File: config.mk
export PLATFORM = sky130hd
export DESIGN_NAME = midi_clocked_step_sequencer_top_flat
export DESIGN_NICKNAME = d
export VERILOG_FILES = /design/src/rtl/core/mcss_pkg.sv /design/src/rtl/core/mcss_intf.sv /design/src/rtl/core/mcss_ctrl.sv /design/src/rtl/core/mcss_dp.sv /design/src/rtl/core/midi_clocked_step_sequencer_top.sv /design/src/flat_wrapper.sv
export SDC_FILE = /design/constraint.sdc
export NUM_CORES = 2
export LEC_CHECK = 0
export BUFFER_PORTS_ARGS = -buffer_cell sky130_fd_sc_hd__buf_2
export CORE_ASPECT_RATIO = 1.25
export CORE_MARGIN = 4
export CORE_UTILIZATION = 45
export CTS_CLUSTER_SIZE = 24
export DETAILED_ROUTE_END_ITERATION = 8
export PLACE_DENSITY = 0.59
export SYNTH_ARGS = -nofsm -noshare
export SYNTH_HDL_FRONTEND = slang
export SYNTH_SLANG_ARGS = --single-unit
File: constraint.sdc
create_clock -name clk -period 5.8 [get_ports clk]
set_input_delay 1.16 -clock clk [delete_from_list [all_inputs] [get_ports clk]]
set_output_delay 1.16 -clock clk [all_outputs]
set_load 0.01 [all_outputs]
File: src/rtl/core/mcss_pkg.sv
`timescale 1ns / 1ps
// ----------------------------------------------------------------------------
// mcss_pkg: shared definitions of the MIDI clocked step sequencer
// Field widths, MIDI codes, event and register codes, default sizes, and
// the command and status groups between the controller and the datapath.
// ----------------------------------------------------------------------------
package mcss_pkg;

    // Default sizes of the sequencer.
    localparam int STEP_COUNT      = 16;
    localparam int TRACK_COUNT     = 8;
    localparam int CLOCKS_PER_STEP = 6;
    localparam int BASE_NOTE       = 36;

    // Field widths of the event and result items.
    localparam int OPCODE_W = 2;
    localparam int LEN_W    = 2;
    localparam int BYTE_W   = 8;
    localparam int TS_W     = 48;
    localparam int PW_W     = 47;
    localparam int NOTE_W   = 6;
    localparam int STEPO_W  = 4;
    localparam int SRC_W    = 2;
    localparam int CHAN_W   = 4;

    // Event codes.
    localparam logic [OPCODE_W-1:0] OP_UART = 2'd0;
    localparam logic [OPCODE_W-1:0] OP_USB  = 2'd1;
    localparam logic [OPCODE_W-1:0] OP_TICK = 2'd2;
    localparam logic [OPCODE_W-1:0] OP_SYNC = 2'd3;

    // Clock source selections.
    localparam logic [SRC_W-1:0] SRC_TIMER = 2'd0;
    localparam logic [SRC_W-1:0] SRC_SYNC  = 2'd1;
    localparam logic [SRC_W-1:0] SRC_UART  = 2'd2;
    localparam logic [SRC_W-1:0] SRC_USB   = 2'd3;

    // MIDI message codes.
    localparam logic [LEN_W-1:0]  LEN_SHORT    = 2'd1;
    localparam logic [LEN_W-1:0]  LEN_FULL     = 2'd3;
    localparam logic [BYTE_W-1:0] STATUS_CLOCK = 8'hF8;
    localparam logic [3:0]        NOTE_ON_HI   = 4'h9;

    // Result kinds.
    localparam logic KIND_CLOCK = 1'b0;
    localparam logic KIND_NOTE  = 1'b1;

    // Configuration register indexes (address bit 2).
    localparam logic REG_CLOCK_SOURCE = 1'b0;
    localparam logic REG_OUT_CHANNEL  = 1'b1;

    // Commands from the controller to the datapath.
    typedef struct packed {
        logic capture;
        logic clear_wr;
        logic clock_upd;
        logic mem_wr;
        logic clk_out;
        logic trk_out;
    } cmd_t;

    // Status from the datapath to the controller.
    typedef struct packed {
        logic clear_done;
        logic is_clock;
        logic is_write;
        logic advance;
        logic out_free;
        logic trk_last;
    } sts_t;

endpackage

File: src/rtl/core/mcss_intf.sv
`timescale 1ns / 1ps
// ----------------------------------------------------------------------------
// mcss channel interfaces
// Valid/ready channels that carry sequencer events in and results out.
// ----------------------------------------------------------------------------
interface mcss_event_if;
    logic                             valid;
    logic                             ready;
    logic [mcss_pkg::OPCODE_W-1:0]    opcode;
    logic [mcss_pkg::LEN_W-1:0]       msg_length;
    logic [mcss_pkg::BYTE_W-1:0]      status_byte;
    logic [mcss_pkg::BYTE_W-1:0]      data_one;
    logic [mcss_pkg::BYTE_W-1:0]      data_two;
    logic                             sync_rise;
    logic [mcss_pkg::TS_W-1:0]        timestamp_us;

    modport source (
        output valid, opcode, msg_length, status_byte, data_one, data_two,
               sync_rise, timestamp_us,
        input  ready
    );
    modport sink (
        input  valid, opcode, msg_length, status_byte, data_one, data_two,
               sync_rise, timestamp_us,
        output ready
    );
endinterface

interface mcss_result_if;
    logic                             valid;
    logic                             ready;
    logic                             result_kind;
    logic                             gate_pulse;
    logic [mcss_pkg::PW_W-1:0]        pulse_width_us;
    logic [mcss_pkg::NOTE_W-1:0]      note_number;
    logic [mcss_pkg::BYTE_W-1:0]      velocity_out;
    logic                             trigger_pulse;
    logic [mcss_pkg::STEPO_W-1:0]     step_index;
    logic                             last;

    modport source (
        output valid, result_kind, gate_pulse, pulse_width_us, note_number,
               velocity_out, trigger_pulse, step_index, last,
        input  ready
    );
    modport sink (
        input  valid, result_kind, gate_pulse, pulse_width_us, note_number,
               velocity_out, trigger_pulse, step_index, last,
        output ready
    );
endinterface

File: src/rtl/core/mcss_ctrl.sv
`timescale 1ns / 1ps
// ----------------------------------------------------------------------------
// mcss_ctrl: sequencer controller
// State machine that runs the clearing pass, takes events, and sequences
// the clock result and the per-track note results through the datapath.
// ----------------------------------------------------------------------------
module mcss_ctrl (
    input  logic                 clk,
    input  logic                 rst_n,
    input  logic                 in_valid,
    output logic                 in_ready,
    input  mcss_pkg::sts_t       sts,
    output mcss_pkg::cmd_t       cmd
);

    localparam logic [2:0] S_CLEAR  = 3'd0;
    localparam logic [2:0] S_IDLE   = 3'd1;
    localparam logic [2:0] S_EXEC   = 3'd2;
    localparam logic [2:0] S_CLKOUT = 3'd3;
    localparam logic [2:0] S_TRK    = 3'd4;

    logic [2:0] state_reg;
    logic [2:0] state_next;

    // State register.
    always_ff @(posedge clk or negedge rst_n)
    begin
        if (!rst_n)
        begin
            state_reg <= S_CLEAR;
        end
        else
        begin
            state_reg <= state_next;
        end
    end

    // Next state and commands.
    always_comb
    begin
        cmd        = '0;
        state_next = state_reg;
        in_ready   = 1'b0;
        case (state_reg)
            S_CLEAR:
            begin
                cmd.clear_wr = 1'b1;
                if (sts.clear_done)
                begin
                    state_next = S_IDLE;
                end
            end
            S_IDLE:
            begin
                in_ready = 1'b1;
                if (in_valid)
                begin
                    cmd.capture = 1'b1;
                    state_next  = S_EXEC;
                end
            end
            S_EXEC:
            begin
                if (sts.is_clock)
                begin
                    cmd.clock_upd = 1'b1;
                    state_next    = S_CLKOUT;
                end
                else
                begin
                    cmd.mem_wr = sts.is_write;
                    state_next = S_IDLE;
                end
            end
            S_CLKOUT:
            begin
                if (sts.out_free)
                begin
                    cmd.clk_out = 1'b1;
                    state_next  = sts.advance ? S_TRK : S_IDLE;
                end
            end
            S_TRK:
            begin
                if (sts.out_free)
                begin
                    cmd.trk_out = 1'b1;
                    if (sts.trk_last)
                    begin
                        state_next = S_IDLE;
                    end
                end
            end
            default:
            begin
                state_next = S_IDLE;
            end
        endcase
    end

`ifndef SYNTHESIS
    // An accepted event is always decoded in the following cycle.
    assert property (@(posedge clk) disable iff (!rst_n)
        (state_reg == S_IDLE && in_valid) |=> state_reg == S_EXEC)
        else $error("accepted event not decoded");

    // Results are only loaded when the output register can take them.
    assert property (@(posedge clk) disable iff (!rst_n)
        (cmd.clk_out || cmd.trk_out) |-> sts.out_free)
        else $error("result loaded into a full output register");

    // After the last track result the controller returns to idle.
    assert property (@(posedge clk) disable iff (!rst_n)
        (state_reg == S_TRK && sts.out_free && sts.trk_last) |=> state_reg == S_IDLE)
        else $error("track sequence did not end after the last track");
`endif

endmodule

File: src/rtl/core/mcss_dp.sv
`timescale 1ns / 1ps
// ----------------------------------------------------------------------------
// mcss_dp: sequencer datapath
// Event register and decode, pattern memory, clock phase, step counter,
// period measurement and the result output register.
// ----------------------------------------------------------------------------
module mcss_dp #(
    parameter int STEP_COUNT      = mcss_pkg::STEP_COUNT,
    parameter int TRACK_COUNT     = mcss_pkg::TRACK_COUNT,
    parameter int CLOCKS_PER_STEP = mcss_pkg::CLOCKS_PER_STEP,
    parameter int BASE_NOTE       = mcss_pkg::BASE_NOTE
) (
    input  logic                              clk,
    input  logic                              rst_n,
    input  mcss_pkg::cmd_t                    cmd,
    output mcss_pkg::sts_t                    sts,
    input  logic [mcss_pkg::SRC_W-1:0]        clock_source,
    input  logic [mcss_pkg::OPCODE_W-1:0]     opcode,
    input  logic [mcss_pkg::LEN_W-1:0]        msg_length,
    input  logic [mcss_pkg::BYTE_W-1:0]       status_byte,
    input  logic [mcss_pkg::BYTE_W-1:0]       data_one,
    input  logic [mcss_pkg::BYTE_W-1:0]       data_two,
    input  logic                              sync_rise,
    input  logic [mcss_pkg::TS_W-1:0]         timestamp_us,
    output logic                              out_valid,
    input  logic                              out_ready,
    output logic                              result_kind,
    output logic                              gate_pulse,
    output logic [mcss_pkg::PW_W-1:0]         pulse_width_us,
    output logic [mcss_pkg::NOTE_W-1:0]       note_number,
    output logic [mcss_pkg::BYTE_W-1:0]       velocity_out,
    output logic                              trigger_pulse,
    output logic [mcss_pkg::STEPO_W-1:0]      step_index,
    output logic                              last
);

    localparam int STEP_W  = $clog2(STEP_COUNT);
    localparam int TRACK_W = (TRACK_COUNT > 1) ? $clog2(TRACK_COUNT) : 1;
    localparam int PHASE_W = (CLOCKS_PER_STEP > 1) ? $clog2(CLOCKS_PER_STEP) : 1;
    localparam int ADDR_W  = TRACK_W + STEP_W;
    localparam int DEPTH   = 1 << ADDR_W;

    localparam logic [mcss_pkg::BYTE_W:0] STEP_LIM  = (mcss_pkg::BYTE_W + 1)'(STEP_COUNT);
    localparam logic [3:0]                TRACK_LIM = 4'(TRACK_COUNT);
    localparam logic [PHASE_W:0]          PHASE_LIM = (PHASE_W + 1)'(CLOCKS_PER_STEP);
    localparam logic [STEP_W-1:0]         STEP_MAX  = STEP_W'(STEP_COUNT - 1);
    localparam logic [TRACK_W-1:0]        TRACK_MAX = TRACK_W'(TRACK_COUNT - 1);
    localparam logic [6:0]                NOTE_BASE = 7'(BASE_NOTE);

    // Captured event.
    logic [mcss_pkg::OPCODE_W-1:0] op_reg;
    logic [mcss_pkg::LEN_W-1:0]    len_reg;
    logic [mcss_pkg::BYTE_W-1:0]   stat_reg;
    logic [mcss_pkg::BYTE_W-1:0]   d1_reg;
    logic [mcss_pkg::BYTE_W-1:0]   d2_reg;
    logic                          sync_reg;
    logic [mcss_pkg::TS_W-1:0]     ts_reg;

    // Sequencer state.
    logic [PHASE_W-1:0]            phase_reg;
    logic [STEP_W-1:0]             step_reg;
    logic [mcss_pkg::TS_W-1:0]     last_time_reg;
    logic [mcss_pkg::PW_W-1:0]     width_reg;
    logic                          advance_reg;
    logic [TRACK_W-1:0]            trk_reg;
    logic [ADDR_W-1:0]             clr_reg;

    // Pattern memory.
    logic [mcss_pkg::BYTE_W-1:0]   mem [DEPTH];
    logic [mcss_pkg::BYTE_W-1:0]   rdata_reg;

    // Output register.
    logic                          ovalid_reg;
    logic                          okind_reg;
    logic                          ogate_reg;
    logic [mcss_pkg::PW_W-1:0]     owidth_reg;
    logic [mcss_pkg::NOTE_W-1:0]   onote_reg;
    logic [mcss_pkg::BYTE_W-1:0]   ovel_reg;
    logic                          otrig_reg;
    logic [mcss_pkg::STEPO_W-1:0]  ostep_reg;
    logic                          olast_reg;

    logic                          short_clock;
    logic                          is_clock;
    logic                          is_write;
    logic [2:0]                    chan_trk;
    logic [mcss_pkg::TS_W-1:0]     period;
    logic [PHASE_W:0]              phase_inc;
    logic                          advance;
    logic                          we;
    logic [ADDR_W-1:0]             waddr;
    logic [mcss_pkg::BYTE_W-1:0]   wdata;
    logic                          re;
    logic [TRACK_W-1:0]            rtrk;
    logic [ADDR_W-1:0]             raddr;
    logic [6:0]                    note_sum;
    logic [STEP_W+3:0]             step_ext;

    // Event register.
    always_ff @(posedge clk)
    begin
        if (cmd.capture)
        begin
            op_reg   <= opcode;
            len_reg  <= msg_length;
            stat_reg <= status_byte;
            d1_reg   <= data_one;
            d2_reg   <= data_two;
            sync_reg <= sync_rise;
            ts_reg   <= timestamp_us;
        end
    end

    // Event decode: clocks from the selected source and pattern writes.
    always_comb
    begin
        short_clock = (len_reg == mcss_pkg::LEN_SHORT) && (stat_reg == mcss_pkg::STATUS_CLOCK);
        case (op_reg)
            mcss_pkg::OP_UART: is_clock = short_clock && (clock_source == mcss_pkg::SRC_UART);
            mcss_pkg::OP_USB:  is_clock = short_clock && (clock_source == mcss_pkg::SRC_USB);
            mcss_pkg::OP_TICK: is_clock = (clock_source == mcss_pkg::SRC_TIMER);
            mcss_pkg::OP_SYNC: is_clock = sync_reg && (clock_source == mcss_pkg::SRC_SYNC);
            default:           is_clock = 1'b0;
        endcase
        chan_trk = stat_reg[2:0];
        is_write = ((op_reg == mcss_pkg::OP_UART) || (op_reg == mcss_pkg::OP_USB))
                   && (len_reg == mcss_pkg::LEN_FULL)
                   && (stat_reg[7:4] == mcss_pkg::NOTE_ON_HI)
                   && stat_reg[3]
                   && ({1'b0, chan_trk} < TRACK_LIM)
                   && ({1'b0, d1_reg} < STEP_LIM);
    end

    // Period since the previous clock, phase advance.
    assign period    = ts_reg - last_time_reg;
    assign phase_inc = {1'b0, phase_reg} + 1'b1;
    assign advance   = (phase_inc >= PHASE_LIM);

    // Clock state update.
    always_ff @(posedge clk or negedge rst_n)
    begin
        if (!rst_n)
        begin
            phase_reg     <= '0;
            step_reg      <= '0;
            last_time_reg <= '0;
            advance_reg   <= 1'b0;
            trk_reg       <= '0;
            clr_reg       <= '0;
        end
        else
        begin
            if (cmd.clock_upd)
            begin
                last_time_reg <= ts_reg;
                advance_reg   <= advance;
                trk_reg       <= '0;
                if (advance)
                begin
                    phase_reg <= '0;
                    step_reg  <= (step_reg == STEP_MAX) ? '0 : step_reg + 1'b1;
                end
                else
                begin
                    phase_reg <= phase_inc[PHASE_W-1:0];
                end
            end
            if (cmd.trk_out)
            begin
                trk_reg <= trk_reg + 1'b1;
            end
            if (cmd.clear_wr)
            begin
                clr_reg <= clr_reg + 1'b1;
            end
        end
    end

    // Half-period pulse width.
    always_ff @(posedge clk)
    begin
        if (cmd.clock_upd)
        begin
            width_reg <= period[mcss_pkg::TS_W-1:1];
        end
    end

    // Memory port selection: clearing pass or note-on write; track reads.
    assign we    = cmd.clear_wr || cmd.mem_wr;
    assign waddr = cmd.clear_wr ? clr_reg
                                : {chan_trk[TRACK_W-1:0], d1_reg[STEP_W-1:0]};
    assign wdata = cmd.clear_wr ? '0 : d2_reg;
    assign re    = cmd.clk_out || cmd.trk_out;
    assign rtrk  = cmd.clk_out ? '0 : trk_reg + 1'b1;
    assign raddr = {rtrk, step_reg};

    // Pattern memory with registered read.
    always_ff @(posedge clk)
    begin
        if (we)
        begin
            mem[waddr] <= wdata;
        end
        if (re)
        begin
            rdata_reg <= mem[raddr];
        end
    end

    assign note_sum = NOTE_BASE + 7'(trk_reg);
    assign step_ext = {4'b0, step_reg};

    // Output valid flag.
    always_ff @(posedge clk or negedge rst_n)
    begin
        if (!rst_n)
        begin
            ovalid_reg <= 1'b0;
        end
        else if (cmd.clk_out || cmd.trk_out)
        begin
            ovalid_reg <= 1'b1;
        end
        else if (out_ready)
        begin
            ovalid_reg <= 1'b0;
        end
    end

    // Output payload: clock result or track note result.
    always_ff @(posedge clk)
    begin
        if (cmd.clk_out)
        begin
            okind_reg  <= mcss_pkg::KIND_CLOCK;
            ogate_reg  <= advance_reg;
            owidth_reg <= width_reg;
            onote_reg  <= '0;
            ovel_reg   <= '0;
            otrig_reg  <= 1'b0;
            ostep_reg  <= step_ext[3:0];
            olast_reg  <= !advance_reg;
        end
        else if (cmd.trk_out)
        begin
            okind_reg  <= mcss_pkg::KIND_NOTE;
            ogate_reg  <= 1'b0;
            owidth_reg <= width_reg;
            onote_reg  <= note_sum[mcss_pkg::NOTE_W-1:0];
            ovel_reg   <= rdata_reg;
            otrig_reg  <= (rdata_reg != '0);
            ostep_reg  <= step_ext[3:0];
            olast_reg  <= (trk_reg == TRACK_MAX);
        end
    end

    // Status to the controller.
    assign sts.clear_done = (clr_reg == '1);
    assign sts.is_clock   = is_clock;
    assign sts.is_write   = is_write;
    assign sts.advance    = advance_reg;
    assign sts.out_free   = !ovalid_reg || out_ready;
    assign sts.trk_last   = (trk_reg == TRACK_MAX);

    assign out_valid      = ovalid_reg;
    assign result_kind    = okind_reg;
    assign gate_pulse     = ogate_reg;
    assign pulse_width_us = owidth_reg;
    assign note_number    = onote_reg;
    assign velocity_out   = ovel_reg;
    assign trigger_pulse  = otrig_reg;
    assign step_index     = ostep_reg;
    assign last           = olast_reg;

endmodule

File: src/rtl/core/midi_clocked_step_sequencer_top.sv
`timescale 1ns / 1ps
// ----------------------------------------------------------------------------
// midi_clocked_step_sequencer_top: MIDI clocked drum step sequencer
// Configuration registers, APB port, controller and datapath.
// ----------------------------------------------------------------------------
// After reset the block clears its pattern memory, one entry a cycle, through all
// 2^(TRACK_BITS + STEP_BITS) entries, where TRACK_BITS is ceil(log2(TRACK_COUNT))
// but at least 1 and STEP_BITS is ceil(log2(STEP_COUNT)) (128 with the default
// sizes); events are held off during that pass while APB writes are taken.
// Events are handled one at a time: each is captured and then decoded. A note-on
// write or an ignored event then frees the block; a clock event updates the clock
// state and gives one result, and on a step advance it gives 1 + TRACK_COUNT
// results, one a cycle while the output register is free, since the tracks are
// read one after another through the single read port of the pattern memory.
// Results wait in an output register, so a stalled result only holds the
// block once it has a new result to give.
// ----------------------------------------------------------------------------
module midi_clocked_step_sequencer_top #(
    parameter int STEP_COUNT      = mcss_pkg::STEP_COUNT,
    parameter int TRACK_COUNT     = mcss_pkg::TRACK_COUNT,
    parameter int CLOCKS_PER_STEP = mcss_pkg::CLOCKS_PER_STEP,
    parameter int BASE_NOTE       = mcss_pkg::BASE_NOTE
) (
    input  logic                 clk,
    input  logic                 rst_n,
    input  logic                 psel,
    input  logic                 penable,
    input  logic                 pwrite,
    input  logic [2:0]           paddr,
    input  logic [31:0]          pwdata,
    output logic [31:0]          prdata,
    output logic                 pready,
    mcss_event_if.sink           event_ch,
    mcss_result_if.source        result_ch
);

    logic [mcss_pkg::SRC_W-1:0]  clock_source_reg;
    logic [mcss_pkg::CHAN_W-1:0] out_channel_reg;
    logic                        cfg_wr;
    logic                        in_ready;
    mcss_pkg::cmd_t              cmd;
    mcss_pkg::sts_t              sts;

    // Configuration writes.
    assign pready = 1'b1;
    assign cfg_wr = psel && penable && pwrite && pready;

    always_ff @(posedge clk or negedge rst_n)
    begin
        if (!rst_n)
        begin
            clock_source_reg <= mcss_pkg::SRC_TIMER;
            out_channel_reg  <= '0;
        end
        else if (cfg_wr)
        begin
            case (paddr[2])
                mcss_pkg::REG_CLOCK_SOURCE: clock_source_reg <= pwdata[mcss_pkg::SRC_W-1:0];
                mcss_pkg::REG_OUT_CHANNEL:  out_channel_reg  <= pwdata[mcss_pkg::CHAN_W-1:0];
                default:                    clock_source_reg <= clock_source_reg;
            endcase
        end
    end

    // Register read-back.
    always_comb
    begin
        case (paddr[2])
            mcss_pkg::REG_CLOCK_SOURCE: prdata = {30'b0, clock_source_reg};
            mcss_pkg::REG_OUT_CHANNEL:  prdata = {28'b0, out_channel_reg};
            default:                    prdata = '0;
        endcase
    end

    assign event_ch.ready = in_ready;

    // Controller.
    mcss_ctrl u_ctrl (
        .clk      (clk),
        .rst_n    (rst_n),
        .in_valid (event_ch.valid),
        .in_ready (in_ready),
        .sts      (sts),
        .cmd      (cmd)
    );

    // Datapath.
    mcss_dp #(
        .STEP_COUNT      (STEP_COUNT),
        .TRACK_COUNT     (TRACK_COUNT),
        .CLOCKS_PER_STEP (CLOCKS_PER_STEP),
        .BASE_NOTE       (BASE_NOTE)
    ) u_dp (
        .clk            (clk),
        .rst_n          (rst_n),
        .cmd            (cmd),
        .sts            (sts),
        .clock_source   (clock_source_reg),
        .opcode         (event_ch.opcode),
        .msg_length     (event_ch.msg_length),
        .status_byte    (event_ch.status_byte),
        .data_one       (event_ch.data_one),
        .data_two       (event_ch.data_two),
        .sync_rise      (event_ch.sync_rise),
        .timestamp_us   (event_ch.timestamp_us),
        .out_valid      (result_ch.valid),
        .out_ready      (result_ch.ready),
        .result_kind    (result_ch.result_kind),
        .gate_pulse     (result_ch.gate_pulse),
        .pulse_width_us (result_ch.pulse_width_us),
        .note_number    (result_ch.note_number),
        .velocity_out   (result_ch.velocity_out),
        .trigger_pulse  (result_ch.trigger_pulse),
        .step_index     (result_ch.step_index),
        .last           (result_ch.last)
    );

endmodule
File: src/flat_wrapper.sv
// flat-port wrapper written by rule: the top's interface ports become plain ports
module midi_clocked_step_sequencer_top_flat 
#(
    parameter int STEP_COUNT      = mcss_pkg::STEP_COUNT,
    parameter int TRACK_COUNT     = mcss_pkg::TRACK_COUNT,
    parameter int CLOCKS_PER_STEP = mcss_pkg::CLOCKS_PER_STEP,
    parameter int BASE_NOTE       = mcss_pkg::BASE_NOTE
)
  (clk, rst_n, psel, penable, pwrite, paddr, pwdata, prdata, pready, event_ch_valid, event_ch_opcode, event_ch_msg_length, event_ch_status_byte, event_ch_data_one, event_ch_data_two, event_ch_sync_rise, event_ch_timestamp_us, event_ch_ready, result_ch_valid, result_ch_result_kind, result_ch_gate_pulse, result_ch_pulse_width_us, result_ch_note_number, result_ch_velocity_out, result_ch_trigger_pulse, result_ch_step_index, result_ch_last, result_ch_ready);
  mcss_event_if event_ch_i ();
  mcss_result_if result_ch_i ();
  input  logic clk;
  input  logic rst_n;
  input  logic psel;
  input  logic penable;
  input  logic pwrite;
  input  logic [2:0] paddr;
  input  logic [31:0] pwdata;
  output logic [31:0] prdata;
  output logic pready;
  input wire logic [$bits(event_ch_i.valid)-1:0] event_ch_valid;
  input wire logic [$bits(event_ch_i.opcode)-1:0] event_ch_opcode;
  input wire logic [$bits(event_ch_i.msg_length)-1:0] event_ch_msg_length;
  input wire logic [$bits(event_ch_i.status_byte)-1:0] event_ch_status_byte;
  input wire logic [$bits(event_ch_i.data_one)-1:0] event_ch_data_one;
  input wire logic [$bits(event_ch_i.data_two)-1:0] event_ch_data_two;
  input wire logic [$bits(event_ch_i.sync_rise)-1:0] event_ch_sync_rise;
  input wire logic [$bits(event_ch_i.timestamp_us)-1:0] event_ch_timestamp_us;
  output wire logic [$bits(event_ch_i.ready)-1:0] event_ch_ready;
  output wire logic [$bits(result_ch_i.valid)-1:0] result_ch_valid;
  output wire logic [$bits(result_ch_i.result_kind)-1:0] result_ch_result_kind;
  output wire logic [$bits(result_ch_i.gate_pulse)-1:0] result_ch_gate_pulse;
  output wire logic [$bits(result_ch_i.pulse_width_us)-1:0] result_ch_pulse_width_us;
  output wire logic [$bits(result_ch_i.note_number)-1:0] result_ch_note_number;
  output wire logic [$bits(result_ch_i.velocity_out)-1:0] result_ch_velocity_out;
  output wire logic [$bits(result_ch_i.trigger_pulse)-1:0] result_ch_trigger_pulse;
  output wire logic [$bits(result_ch_i.step_index)-1:0] result_ch_step_index;
  output wire logic [$bits(result_ch_i.last)-1:0] result_ch_last;
  input wire logic [$bits(result_ch_i.ready)-1:0] result_ch_ready;
  assign event_ch_i.valid = event_ch_valid;
  assign event_ch_i.opcode = event_ch_opcode;
  assign event_ch_i.msg_length = event_ch_msg_length;
  assign event_ch_i.status_byte = event_ch_status_byte;
  assign event_ch_i.data_one = event_ch_data_one;
  assign event_ch_i.data_two = event_ch_data_two;
  assign event_ch_i.sync_rise = event_ch_sync_rise;
  assign event_ch_i.timestamp_us = event_ch_timestamp_us;
  assign event_ch_ready = event_ch_i.ready;
  assign result_ch_valid = result_ch_i.valid;
  assign result_ch_result_kind = result_ch_i.result_kind;
  assign result_ch_gate_pulse = result_ch_i.gate_pulse;
  assign result_ch_pulse_width_us = result_ch_i.pulse_width_us;
  assign result_ch_note_number = result_ch_i.note_number;
  assign result_ch_velocity_out = result_ch_i.velocity_out;
  assign result_ch_trigger_pulse = result_ch_i.trigger_pulse;
  assign result_ch_step_index = result_ch_i.step_index;
  assign result_ch_last = result_ch_i.last;
  assign result_ch_i.ready = result_ch_ready;
  midi_clocked_step_sequencer_top #(.STEP_COUNT(STEP_COUNT), .TRACK_COUNT(TRACK_COUNT), .CLOCKS_PER_STEP(CLOCKS_PER_STEP), .BASE_NOTE(BASE_NOTE)) u_core (.clk(clk), .rst_n(rst_n), .psel(psel), .penable(penable), .pwrite(pwrite), .paddr(paddr), .pwdata(pwdata), .prdata(prdata), .pready(pready), .event_ch(event_ch_i), .result_ch(result_ch_i));
endmodule
* Word-level counts from Yosys, hierarchy flattened
Memory sizes are Yosys's and may differ from the RTL's. A register that Yosys moved wholly into a read port is not among the register bits. Index checks and enable logic that the tools add are counted.
Cells by class: add/subtract/negate cells 6, order comparisons 2, equal/unequal tests 22, muxes and demuxes 39, bitwise logic cells 1, reduce and logical (&&, ||, !) cells 27
Operators with widths (count):
- 2-to-1 mux 47 bit | 2
- one-hot mux 32 bit (2 select lines) | 1
- subtractor 48 bit | 1
- 2-to-1 mux 3 bit | 10
- 2-to-1 mux 1 bit | 17
- one-hot mux 3 bit (5 select lines) | 1
- 2-to-1 mux 4 bit | 3
- equality test 2 bit, second input constant | 5
- logical AND 1 bit | 10
- equality test 4 bit, second input constant | 2
- equality test 8 bit, second input constant | 1
- less-than comparator 8 x 5 -> 1 bit, second input constant | 1
- 2-to-1 mux 8 bit | 1
- != test 2 x 1 -> 1 bit, second input constant | 4
- nonzero test 8 bit | 1
- adder 7 x 1 -> 7 bit, second input constant | 1
- equality test 7 bit, second input constant | 1
- 2-to-1 mux 7 bit | 1
- adder 6 x 3 -> 6 bit, first input constant | 1
- equality test 2 x 1 -> 1 bit, second input constant | 3
- equality test 3 x 2 -> 1 bit, second input constant | 2
- equality test 3 bit, second input constant | 2
- AND reduction 2 bit | 3
- nonzero test 2 bit | 3
- other kinds (14) | 20
Storage, ports and cells: flip-flop bits (word level) 269, RAM bits 1024, bits of input ports 119, logic and storage cells 124, memories 1
Memory list:
- u_core.u_dp.mem | words 128, bits a word 8, rd ports 1, clocked after memory_dff 1, wr ports 1, line mcss_dp.sv:69 | logic [mcss_pkg::BYTE_W-1:0] mem [DEPTH];

* Depth between registers and ports, before layout
word-level depth 11, depth in mapped cells 14, mapped depth without buffers 11

* Hierarchy
Synthesis repeated with hierarchy kept, for this count alone.
Second synthesis, totals: cells, all modules 2996, area total of the unflattened synthesis 52323.9 µm²
By module, submodules not included:
- mcss_dp | instances 1, cells each 2919, area each 51575.7 µm²
- midi_clocked_step_sequencer_top | instances 1, cells each 49, area each 501.7 µm²
- mcss_ctrl | instances 1, cells each 28, area each 246.5 µm²

* Worst setup path before layout
Ideal clock, no wire load.
kind reg-to-reg, start reg u_core.u_ctrl.state_reg[1], end mem u_core.u_dp.mem[0][0] (netlist name) (data pin), data arrival time 3216 ps, setup slack 2049 ps, cell stages (with the launch flop) 7, path buffers 4, cells stage by stage dfrtp_1 clkbuf_1 or3_1 clkbuf_1 clkbuf_1 clkbuf_1 and2_1
On the way: word-level cells in the longest chain between the ends 3
Ends and longest elaborated chain:
- start: declaration | line mcss_ctrl.sv:22 | logic [2:0] state_reg;
- start signal: assignment | line mcss_ctrl.sv:34 | state_reg <= state_next;
- zero test 3 bit | line mcss_ctrl.sv:44 | case (state_reg)
- 2-to-1 mux 1 bit | line mcss_ctrl.sv:44
- 2-to-1 mux 8 bit | line mcss_dp.sv:192 | assign wdata = cmd.clear_wr ? '0 : d2_reg;
- net u_core.u_dp.wdata, one bit | line mcss_dp.sv:92 | logic [mcss_pkg::BYTE_W-1:0] wdata;
- end: declaration | line mcss_dp.sv:69
The timed path passes the listed nets, and every way through them passes these cells.

==> impl_results.md <==
- Gate Count Post-Synth: 2944
- Post-CTS Hold Fix Bufs: 0
- Worst Skew: 0.02139 ns
- Period utilization: 73.53%
- Fraction of layout cells with a size suffix above 1: 20.76%
- Largest net degree at the start of global routing: 96
- Post-detail-place hpwl: 77700 µm
- Reg2reg path depth: 6
- EDFF count, synth: 1209
- YS warnings: 0
- Cell family with most CP delay: compound AO/OA/AOI/OAI gates
- Initial antenna violation count: 2
- DRT Pass-1 Iters: 5
- Max_slew headroom: 11.67%
- Final #Nets: 3313
- Register area share after synthesis: 73.37%
- Post-route ant nets: 0
- CTS tree: done
- FF-to-FF setup slack: 1.54 ns
- Core area: 0.1153 mm²
- Buf+Inv Stages, Crit Path: 1
- CP Class: register to register
- Max IR drop VDD: 0.3494 mV
- Measured slew at the worst slew-check pin: 1.292 ns
- Crit path capture type: register
- Max reg flops: 1024
- Status: complete, no violations
- Post-layout minimum cycle time: 4.265 ns
- Clock Latency Late Sink: 0.71 ns
- Crit. path cell count: 6
- Leakage: 18.99 nW
- First-pass GRT wire length: 181700 µm
- Number of global-route vias before repair: 27670
- Hold_ws: 0.4185 ns
- GRT overflow: 0
- Tot GR Track Use: 20.01%
- Synth Flop Type: edfxtp_1
- CP Max Fanout: 53
- Commonest non-fill, non-tap cell in the layout: edfxtp_1
- Endpoints failing setup: 0
- CTS root buf: clkbuf_16
- Detailed Route WL: 122600 µm
- Critical-path top delay cell: a2111oi_0
- Vias post-DR: 27350
- RSZ-0062 raised after global routing: no
- DRT iter0 DRCs: 2208
- Final hold vios: 0
- # resized after CTS: 0
- Synth Area per Inst: 17.82 µm²
- Site Rows: 139
- Clk buf depth: 3
- Setup tns final: 0 ns
- Starting density of the core: 45.49%
- CP startpoint: u_core.u_dp.step_reg[1]$_DFFE_PN0P_
- # DRC: 0
- Die area: 0.1221 mm²
- H-tree levels: 3
- Critical Path End: u_core.u_dp.rdata_reg[7]$_DFFE_PP_
- Worst EP required: 6.30 ns
- Most frequent cells in the layout: edfxtp_1, mux4_2, nand2_1, nor2_1, buf_2
- Asr flop ratio synth: 5.851%
- Clock slew at reported path FFs: 0.06 ns
- Worst EP arrival: 4.77 ns
- Fmax: 0.2345 GHz
- Netlist cell types: 73
- PD cells: 456.1 mW/mm²
- Seq cells post-synth: 1299
- Die Height: 389.7 µm
- Layout fillers: 9191
- Reg2reg start: u_core.u_dp.step_reg[1]$_DFFE_PN0P_
- Routability cong.: 0.8751
- MaxCap Viol Count: 0
- Sink Count: 1299
- Area growth syn-to-layout: 12.18%
- Routed len/inst: 25.56 µm
- Crit-path max cell delay: 1.14 ns
- Startpoint Class: register
- Mapped Area: 0.05245 mm²
- Critical-path cell list: buf_4 -> mux4_2 -> o21ai_0 -> a2111oi_0 -> a31oi_1 -> a41oi_1
- Drt via density: 5.699
- DIE WIDTH: 313.4 µm
- Setup Buffers After CTS: 0
- Port buffer count: 162
- Worst hold path class: register to register
- CTS Buf Count: 120
- Slew Viols, Final: 0
- Reg2reg end: u_core.u_dp.rdata_reg[7]$_DFFE_PP_
- Io pins: 223
cells by family after synthesis:
logic type	share of synthesized area (%)
compound gates	5.217
flops	73.37
xor+xnor	0.9017
other cells	0.01432
simple gates	4.487
buf+inv	2.385
fa+ha+maj	1.279
mux	12.34
worst min-delay path by stage:
stage | from | endpoint | slack [ns] | cells after the start
2_1_floorplan | u_core.u_dp.width_reg[0]$_DFFE_PP_ | u_core.u_dp.pulse_width_us[0]$_DFFE_PP_ | 0.40 | 0
3_3_place_gp | u_core.u_dp.width_reg[18]$_DFFE_PP_ | u_core.u_dp.pulse_width_us[18]$_DFFE_PP_ | 0.40 | 0
3_5_place_dp | u_core.u_dp.width_reg[10]$_DFFE_PP_ | u_core.u_dp.pulse_width_us[10]$_DFFE_PP_ | 0.40 | 0
4_1_cts | u_core.u_dp.width_reg[10]$_DFFE_PP_ | u_core.u_dp.pulse_width_us[10]$_DFFE_PP_ | 0.42 | 0
5_1_grt | u_core.u_dp.width_reg[29]$_DFFE_PP_ | u_core.u_dp.pulse_width_us[29]$_DFFE_PP_ | 0.42 | 0
6_report | u_core.u_dp.width_reg[22]$_DFFE_PP_ | u_core.u_dp.pulse_width_us[22]$_DFFE_PP_ | 0.42 | 0
final cells by class:
class,instances,area [µm²],area share (%)
clock inverters,74,713.2,1.212
flip-flops and latches,1299,38500,65.42
well taps,1551,1941,3.298
repair buffers,225,1349,2.292
inverters,60,225.2,0.3827
diodes,1,2.502,0.004253
multi-input cells,1435,12860,21.86
clock buffers,153,3252,5.526
cells in the mapped netlist, drive strengths merged, types with 42 or more instances:
cell type,number,area share [%]
mux2i,115,2.2
buf,99,1.4
ha,52,1.2
o221ai,42,0.70
dfrtp,76,3.6
mux4,228,9.8
o21ai,116,1.1
inv,60,0.43
edfxtp,1209,69
nor2,179,1.3
nand2,182,1.3
clkbuf,79,0.57
a21oi,93,0.91
power by group:
part           leakage [nW]  switching (mW)  internal [mW]
Clock                  1.94            3.34           4.56
Sequential             12.1           0.317           12.0
Combinational          4.97            4.42           2.22
routing by layer:
| layer | share of wire, % | track usage [%] | vias to the layer above |
|---|---|---|---|
| met4 | 3.6 | 7.455 | 0 |
| met5 | 0 | 0 | - |
| met2 | 52 | 35.09 | 971 |
| li1 | - | - | 12050 |
| met1 | 39 | 25.40 | 14130 |
| met3 | 6.1 | 2.898 | 203 |
metrics by stage:
stage	util [%]	worst slack [ns]	std cells	instance area, µm²	power (mW)
after floorplan	-	2.049	2972	52560	16.88
after global routing	51.03	1.306	4798	58840	27.98
final	51.03	1.535	4798	58840	26.84
after detailed placement	47.59	1.513	4570	54880	19.18
after CTS	51.03	1.492	4797	58840	27.08
after global placement	47.59	1.638	4570	54880	18.96
(Power assumes the default switching activity.)
